==> config.mk <==
export PLATFORM = sky130hd
export DESIGN_NAME = bpl_mul
export DESIGN_NICKNAME = d
export VERILOG_FILES = /design/src/bpl_mul.sv
export SDC_FILE = /design/constraint.sdc
export NUM_CORES = 2
export LEC_CHECK = 0
export BUFFER_PORTS_ARGS = -buffer_cell sky130_fd_sc_hd__buf_2
export CAP_MARGIN = 20
export CORE_MARGIN = 3
export CORE_UTILIZATION = 60
export DETAILED_ROUTE_END_ITERATION = 8
export PLACE_DENSITY = 0.82
export REMOVE_ABC_BUFFERS = 1
export SYNTH_ARGS = -nofsm -noshare
export SYNTH_HDL_FRONTEND = slang
export SYNTH_SLANG_ARGS = --single-unit
==> constraint.sdc <==
create_clock -name clk -period 7.7 [get_ports clk]
set_input_delay 0.77 -clock clk [delete_from_list [all_inputs] [get_ports clk]]
set_output_delay 0.77 -clock clk [all_outputs]
set_load 0.005 [all_outputs]
==> src/bpl_mul.sv <==
`timescale 1ns / 1ps
// ---------------------------------------------------------------------------
// bpl_mul
// Shared signed 33x33 multiplier with a registered product.
// ---------------------------------------------------------------------------
module bpl_mul (
	input  logic               clk,
	input  logic signed [32:0] a,
	input  logic signed [32:0] b,
	output logic signed [65:0] p
);
	always_ff @(posedge clk) begin
		p <= a * b;
	end
endmodule

==> impl_metrics.csv <==
group,metric,value,unit
global_route,grt_pass1_vias,34275,
sta,fmax,0.133,GHz
floorplanning,initial_core_util,61.3,%
global_route,grt_use_total,32.2,%
synth,yosys_warnings,0,
synth,ys_ff_latch,66,
synth,synth_area,0.0407,mm^2
floorplanning,fp.dieW,267,um
sta,fin_crit,7.53,ns
sta,setup_viol,0,
drt,ant_nets,0,
finish,largest_reg_flops,66,
sta,relSlewSlack,61.2,%
finish,final_cell_mix,"fa_1, inv_1, and2_1",
finish,post-route-util,68.6,%
drt,wire_per_inst,19.6,um
drt,drt-initial-drc-count,2219,
worst_setup_path,worstPathMaxFanout,10,
worst_setup_path,worstPathRequired,7.96,ns
synth,seq_area_frac_synth,3.24,%
finish,drive_gt1_share,12.8,%
finish,top_register,"p",
synth,yosysTopAreaCell,"fa_1",
sta,hold_viol_final,0,
placed_design,io_buffer_count,132,
synth,synth_edf_count,0,
floorplanning,dieArea,0.0711,mm^2
worst_setup_path,cp.arrival,7.78,ns
finish,final_cells,5519,
floorplanning,rows,94,
synth,synthArstFlopShare,0,%
finish,final_common_cell,"fa_1",
floorplanning,core_area,0.0665,mm^2
sta,worstMarginPinSlew,0.582,ns
placed_design,place_ws,-0.309,ns
clock_tree,clkSlewWorstSetupHoldPaths,0.06,ns
worst_setup_path,end_kind,"register",
worst_setup_path,crit_path_start_kind,"input port",
hold_path,hold_path.class,"in -> reg",
drt,via_count,30650,
clock_tree,cts_tree,"yes",
clock_tree,cts_max_level,3,
clock_tree,cts_buffers,9,
clock_tree,clockRootBuffer,"clkbuf_16",
placed_design,place_hpwl,93900,um
drt,drc,0,
finish,synthToLayoutAreaGrowth,11.9,%
global_route,grt_pass1_wl,177000,um
global_route,grt_max_degree,29,
synth,ys_top_cells_by_area,"fa_1, inv_1, and2_1",
synth,yosysTopAreaCellShare,56.3,%
clock_tree,cts.sinks,66,
finish,layout.nets,6076,
run_status,status,"completed",
flow_run,drv_cap,0,
sta,setup_ws,0.174,ns
drt,drt-total-wl,108000,um
sta,slew_violations,0,
drt,via_per_inst,5.55,
floorplanning,die_h,267,um
placed_design,gp_congestion,0.980,
synth,synth_cells,4338,
placed_design,dpl.cell_count,5500,
finish,top_regs,"p: 66 flops",
synth,synth_cell_types,80,
clock_tree,clock_path_buffers,2,
synth,synthFlopType,"dfxtp_1",
placed_design,dpl_cell_area,0.0451,mm^2
drt,firstDrtPassIters,5,
sta,fin_crit_sh,97.7,%
worst_setup_path,crit_type,"in -> reg",
finish,design_area,0.0456,mm^2
global_route,gr-total-overflow,0,
synth,syn-mean-instance-area,9.39,um^2
clock_tree,postCtsSetupBuffers,0,
global_route,grt_antenna_before_repair,4,
floorplanning,ioPinCount,133,
[layout make-up]
class	count	area [um^2]
Clock buffer	10	239
Sequential cell	66	1320
Fill cell	4727	20900
Multi-Input combinational cell	2920	34400
Antenna cell	3	7.51
Tap cell	864	1080
Clock inverter	6	65.1
Timing Repair Buffer	519	4160
Inverter	1131	4250
[stage by stage]
step	hold slack [ns]	TNS, ns
floorplan	0.892	0
global placement	1.15	-4.04
detailed placement	1.14	-5.94
CTS	1.07	0
global route	1.01	-0.0443
finish	1.01	0
[per-layer routing]
metal | vias to the layer above | GRT usage (%) | wire length [um]
met4 | 4 | 13.9 | 5640
met1 | 15774 | 40.7 | 39300
met5 | - | 0 | 27
met3 | 364 | 7.45 | 10300
met2 | 1543 | 53.7 | 52700
li1 | 12965 | - | -
[critical path, stage by stage]
cell      delay, ns
clkbuf_4       0.21
and2_1         0.23
fa_1           0.54
inv_1          0.06
fa_1           0.53
inv_1          0.05
fa_1           0.48
inv_1          0.06
fa_1           0.54
inv_1          0.06
fa_1           0.48
fa_1           0.53
fa_1           0.51
inv_1          0.05
fa_1           0.52
inv_1          0.06
ha_1           0.32
a21oi_2        0.23
buf_4          0.16
nor2_1         0.04
or3_1          0.44
o31ai_4        0.36
o21ai_0        0.21
xor2_1         0.18
buf_4          0.17
[repair_timing]
item | CTS | global route
setup endpoints to repair | 0 | 31
endpoints found under the hold margin | 0 | 0
hold buffers | 0 | 0
gates resized for setup | 0 | 61
[path summary, 6_finish.rpt]
kind / depth (start not counted) / endpoint / startpoint
min: 3 / p[0] / b[0]
max: 25 / p[34] / a[29]
[Yosys cell counts (3+ instances only)]
master    number
inv_1       1131
a211oi_1       7
a31oi_1        8
nand3_1       25
ha_1         217
and3_1         5
nand4_1       11
buf_2         11
o31ai_4        3
o21ai_1        6
a211o_1        6
nor2b_1        5
a21oi_1       57
xor2_1        25
nor3_1         7
nand2b_1      12
a21o_1        36
and4_1         5
dfxtp_1       66
o21a_1         6
a21oi_2        3
and2_1       562
o211ai_1       4
or3_1          3
or2_2          3
o21ai_0       25
fa_1        1145
a211oi_2       3
xnor2_1       43
nor2_1        68
o21bai_1      11
clkbuf_1     208
nand2_1      551
[cells by family (layout without fill, tap and decap cells)]
family                   after synthesis  count (layout)  share of synthesized area, %
flip-flops                            66              66                          3.24
buffers and inverters               1352            1666                          12.5
other                                  0               3                             0
AND/OR/NAND/NOR                     1271            1271                          15.8
XOR/XNOR                              68              68                          1.46
AO/OA/AOI/OAI                        219             219                          4.07
adder cells (fa/ha/maj)             1362            1362                          62.9
Power is not shown: default switching activity piles up to over one toggle a cycle in this logic, so the estimate is an artifact.
