==> src/bpl_div.sv <==
`timescale 1ns / 1ps
// ---------------------------------------------------------------------------
// bpl_div
// Radix-2 restoring divider, unsigned 64 by 33 bits, one quotient bit a cycle.
// ---------------------------------------------------------------------------
module bpl_div (
	input  logic        clk,
	input  logic        arst_n,
	input  logic        start,
	input  logic [63:0] dividend,
	input  logic [32:0] divisor,
	output logic        busy,
	output logic        done,
	output logic [63:0] quotient
);
	localparam logic [6:0] STEPS = 7'd64;

	logic        busy_q;
	logic        done_q;
	logic [6:0]  cnt_q;
	logic [63:0] quo_q;
	logic [32:0] rem_q;
	logic [32:0] div_q;
	logic [33:0] rem_sh;
	logic [34:0] diff;

	assign rem_sh = {rem_q, quo_q[63]};
	assign diff   = {1'b0, rem_sh} - {2'b00, div_q};

	always_ff @(posedge clk or negedge arst_n) begin
		if (!arst_n) begin
			busy_q <= 1'b0;
			done_q <= 1'b0;
			cnt_q  <= '0;
		end else begin
			done_q <= 1'b0;
			if (start) begin
				busy_q <= 1'b1;
				cnt_q  <= STEPS;
			end else if (busy_q) begin
				cnt_q <= cnt_q - 7'd1;
				if (cnt_q == 7'd1) begin
					busy_q <= 1'b0;
					done_q <= 1'b1;
				end
			end
		end
	end

	always_ff @(posedge clk) begin
		if (start) begin
			quo_q <= dividend;
			rem_q <= '0;
			div_q <= divisor;
		end else if (busy_q) begin
			// keep the difference when it did not go negative
			quo_q <= {quo_q[62:0], ~diff[34]};
			rem_q <= diff[34] ? rem_sh[32:0] : diff[32:0];
		end
	end

	assign busy     = busy_q;
	assign done     = done_q;
	assign quotient = quo_q;
endmodule

==> config.mk <==
export PLATFORM = sky130hd
export DESIGN_NAME = bpl_div
export DESIGN_NICKNAME = d
export VERILOG_FILES = /design/src/bpl_div.sv
export SDC_FILE = /design/constraint.sdc
export NUM_CORES = 1
export LEC_CHECK = 0
export ABC_CLOCK_PERIOD_IN_PS = 4150
export BUFFER_PORTS_ARGS = -buffer_cell sky130_fd_sc_hd__buf_4
export CORE_MARGIN = 1
export CORE_UTILIZATION = 55
export CTS_BUF_LIST = sky130_fd_sc_hd__clkbuf_2 sky130_fd_sc_hd__clkbuf_4 sky130_fd_sc_hd__clkbuf_8
export DETAILED_ROUTE_END_ITERATION = 6
export PLACE_DENSITY = 0.81
export SLEW_MARGIN = 30
export SYNTH_ARGS = -nofsm -noshare
export SYNTH_HDL_FRONTEND = slang
export SYNTH_SLANG_ARGS = --single-unit
==> constraint.sdc <==
create_clock -name clk -period 4.15 [get_ports clk]
set_input_delay 0.83 -clock clk [delete_from_list [all_inputs] [get_ports clk]]
set_output_delay 0.83 -clock clk [all_outputs]
set_load 0.05 [all_outputs]
==> results_dict.tcl <==
set metrics [dict create \
    wirelength_mm 17.96 \
    via_count 5875 \
    postSynthCellCount 674 \
    grt_antenna_before_repair 0 \
    critPathArrivalTime_ns 3.80 \
    cts_buffer_count 17 \
    io_buffer_count 165 \
    ir_worst_vdd_uv 433.6 \
    drcViolationCount 0 \
    synth_fp_nets 810 \
    tightest_slew_ns 0.8239 \
    cts_h_tree_lvls 4 \
    end_kind "flop" \
    post-route-period-util_pct 82.90 \
    cts.sinks 139 \
    mostFrequentLayoutCell "sky130_fd_sc_hd__buf_4" \
    synth_cell_types 66 \
    cap_viol_max_count 0 \
    drt-pass1-iter-count 5 \
    total_leakage_power_nw 4.062 \
    placementRows 42 \
    ioPinCount 166 \
    critPathCapture "rem_q[22]" \
    globalRouteTotalUtil_pct 25.94 \
    grt_pass1_wl_mm 29.09 \
    placeableCoreArea_mm2 0.01340 \
    r2r_slack_ns 0.71 \
    avgViaCountPerCell 5.737 \
    worst_skew_pair.late_latency_ns 0.45 \
    clockRootBuffer "sky130_fd_sc_hd__clkbuf_8" \
    ys_ff_latch 139 \
    drv_slew 0 \
    clock_path_buffers 2 \
    most-common-layout-cells "sky130_fd_sc_hd__buf_4, sky130_fd_sc_hd__edfxtp_1, sky130_fd_sc_hd__mux2_2, sky130_fd_sc_hd__nand2_1, sky130_fd_sc_hd__inv_1" \
    worst-path-max-fanout 21 \
    timing_hold_violations_final 0 \
    post_cts_hold_buffer_count 0 \
    fp.dieW_um 119.8 \
    layout-drive-gt1-share_pct 35.26 \
    cts_tree "yes" \
    synthArstFlopShare_pct 6.475 \
    number_of_global_route_vias_before_repair 6024 \
    hold_path_class "input pin to async pin" \
    wl_per_cell_um 17.54 \
    synth-seq-area-share_pct 49.81 \
    cp-startpoint "div_q[20]" \
    pwr_per_cell_area_mw_per_mm2 626.8 \
    grt_overflow 0 \
    antennaDiodeCount 0 \
    rsz0062_at_grt "no" \
    reg2reg_capture_point "rem_q[22]" \
    r2r.worst_path.cells 10 \
    syn_area_mm2 0.007626 \
    postCtsSetupRepairBufs 0 \
    nets 971 \
    worst_r2r_start "div_q[20]" \
    die_y_um 119.8 \
    floorplan.initialDensity_pct 56.91 \
    finalWeightedCongestion 0.9040 \
    final_design_area_no_fill_mm2 0.009385 \
    fin_crit_ns 3.440 \
    average_cell_area_after_synthesis_um2 11.31 \
    crit_path_start_kind "flop" \
    synth-edff-count 97 \
    setup.worst_path.class "flop to flop" \
    fp.dieArea_mm2 0.01434 \
    syn2layout_area_growth_pct 23.07 \
    clock_skew_ns 0.01366 \
    timing.final.setup_violations 0 \
    yosys_most_used_dff "sky130_fd_sc_hd__edfxtp_1" \
    drtIter0Drc 408 \
    slew_headroom_pct 45.07 \
    achievable-frequency_mhz 290.7 \
    yosysWarningCount 0 \
    postRouteAntennaNets 0 \
    postCtsResizedCells 0 \
    grt_max_degree 125 \
    fin_tns_setup_ns 0 \
    worstPathRequired_ns 4.51 \
    placed_area_mm2 0.009002 \
    run_status "finished, final reports clean" \
    clk_pin_slew_worst_paths_ns 0.08 \
    place.detailed.hpwl_mm 12.74 \
]
[synthesized netlist by cell type (all sizes together) (4+ instances only)]
| library cell | instances | area, um^2 |
|---|---|---|
| a211oi | 5 | 47.54 |
| a21o | 16 | 120.1 |
| a21oi | 30 | 157.7 |
| a311oi | 16 | 227.7 |
| a31oi | 6 | 37.54 |
| and2 | 4 | 25.02 |
| and3 | 7 | 43.79 |
| and4 | 4 | 35.03 |
| buf | 10 | 75.06 |
| clkbuf | 20 | 75.07 |
| dfrtp | 9 | 225.2 |
| dfxtp | 33 | 660.6 |
| edfxtp | 97 | 2913 |
| ha | 35 | 437.9 |
| inv | 46 | 172.7 |
| mux2 | 65 | 732.0 |
| mux2i | 8 | 80.08 |
| nand2 | 65 | 246.5 |
| nand3 | 13 | 65.06 |
| nand4 | 7 | 43.79 |
| nor2 | 41 | 153.9 |
| nor3 | 9 | 45.04 |
| o211ai | 6 | 50.05 |
| o21a | 10 | 75.07 |
| o21ai | 26 | 130.1 |
| o21bai | 5 | 37.54 |
| o31ai | 7 | 76.32 |
| xnor2 | 15 | 131.4 |
| xor2 | 16 | 140.1 |
[flip-flops by register name (all words and copies together) (netlist names)]
name	count
busy	1
div_q	33
done	1
rem_q	33
quotient	64
cnt_q	7
[stage by stage]
step	instances	hold WS [ns]	worst slack (ns)	power, mW	utilization [%]
6_report	1024	0.1856	0.7098	5.883	70.04
3_3_place_gp	992	0.4536	0.8273	4.682	67.16
3_5_place_dp	992	0.4632	0.7587	4.789	67.18
4_1_cts	1024	0.1656	0.7264	5.876	70.04
2_1_floorplan	674	0.4451	0.9072	4.149	-
5_1_grt	1024	0.1598	0.4758	6.238	70.04
[area by class of cell]
type                       instances  area [um^2]
timing repair buffer             172         1304
clock inverter                    14        135.1
clock buffer                      18        247.7
tap                              176        220.2
sequential                       139         3799
multi-input combinational        458         3503
fill                             969         4015
inverter                          47        176.4
[worst max-delay path: stages (launching register included)]
cell	delay, ns
sky130_fd_sc_hd__edfxtp_1	0.35
sky130_fd_sc_hd__inv_1	0.05
sky130_fd_sc_hd__ha_1	0.46
sky130_fd_sc_hd__nand4_1	0.22
sky130_fd_sc_hd__nor3_1	0.41
sky130_fd_sc_hd__nand2_1	0.17
sky130_fd_sc_hd__o31ai_4	0.31
sky130_fd_sc_hd__a211o_1	0.69
sky130_fd_sc_hd__buf_4	0.32
sky130_fd_sc_hd__o2111ai_1	0.13
sky130_fd_sc_hd__a311oi_1	0.25
[power breakdown]
| part | internal [mW] | total (mW) | switching, mW |
|---|---|---|---|
| Combinational | 1.11 | 2.79 | 1.67 |
| Sequential | 1.81 | 2.02 | 0.215 |
| Clock | 0.501 | 1.07 | 0.571 |
| Total | 3.42 | 5.88 | 2.46 |
[kinds of logic after synthesis]
family	after synthesis	synth area share, %
adder cells (fa/ha/maj)	36	6.005
XOR/XNOR	31	3.560
multiplexers	73	10.65
flip-flops	139	49.81
AO/OA/AOI/OAI	153	15.70
AND/OR/NAND/NOR	165	9.992
buffers and inverters	77	4.282
[routing by layer]
metal	GRT usage, %	share of wire, %
met1	30.32	40
met2	43.46	49
met3	9.886	8.4
met4	9.063	2.0
met5	0	0
[worst min path at each step]
stage / start / cells after the start / slack, ns / to
floorplan: rem_q[10] / 2 / 0.45 / rem_q[10]
global placement: rem_q[9] / 2 / 0.45 / rem_q[9]
detailed placement: rem_q[18] / 2 / 0.46 / rem_q[18]
CTS: arst_n / 1 / 0.17 / cnt_q[3]
global route: arst_n / 1 / 0.16 / cnt_q[5]
finish: arst_n / 1 / 0.19 / cnt_q[4]
No activity file was read; power rests on OpenSTA's default activity.
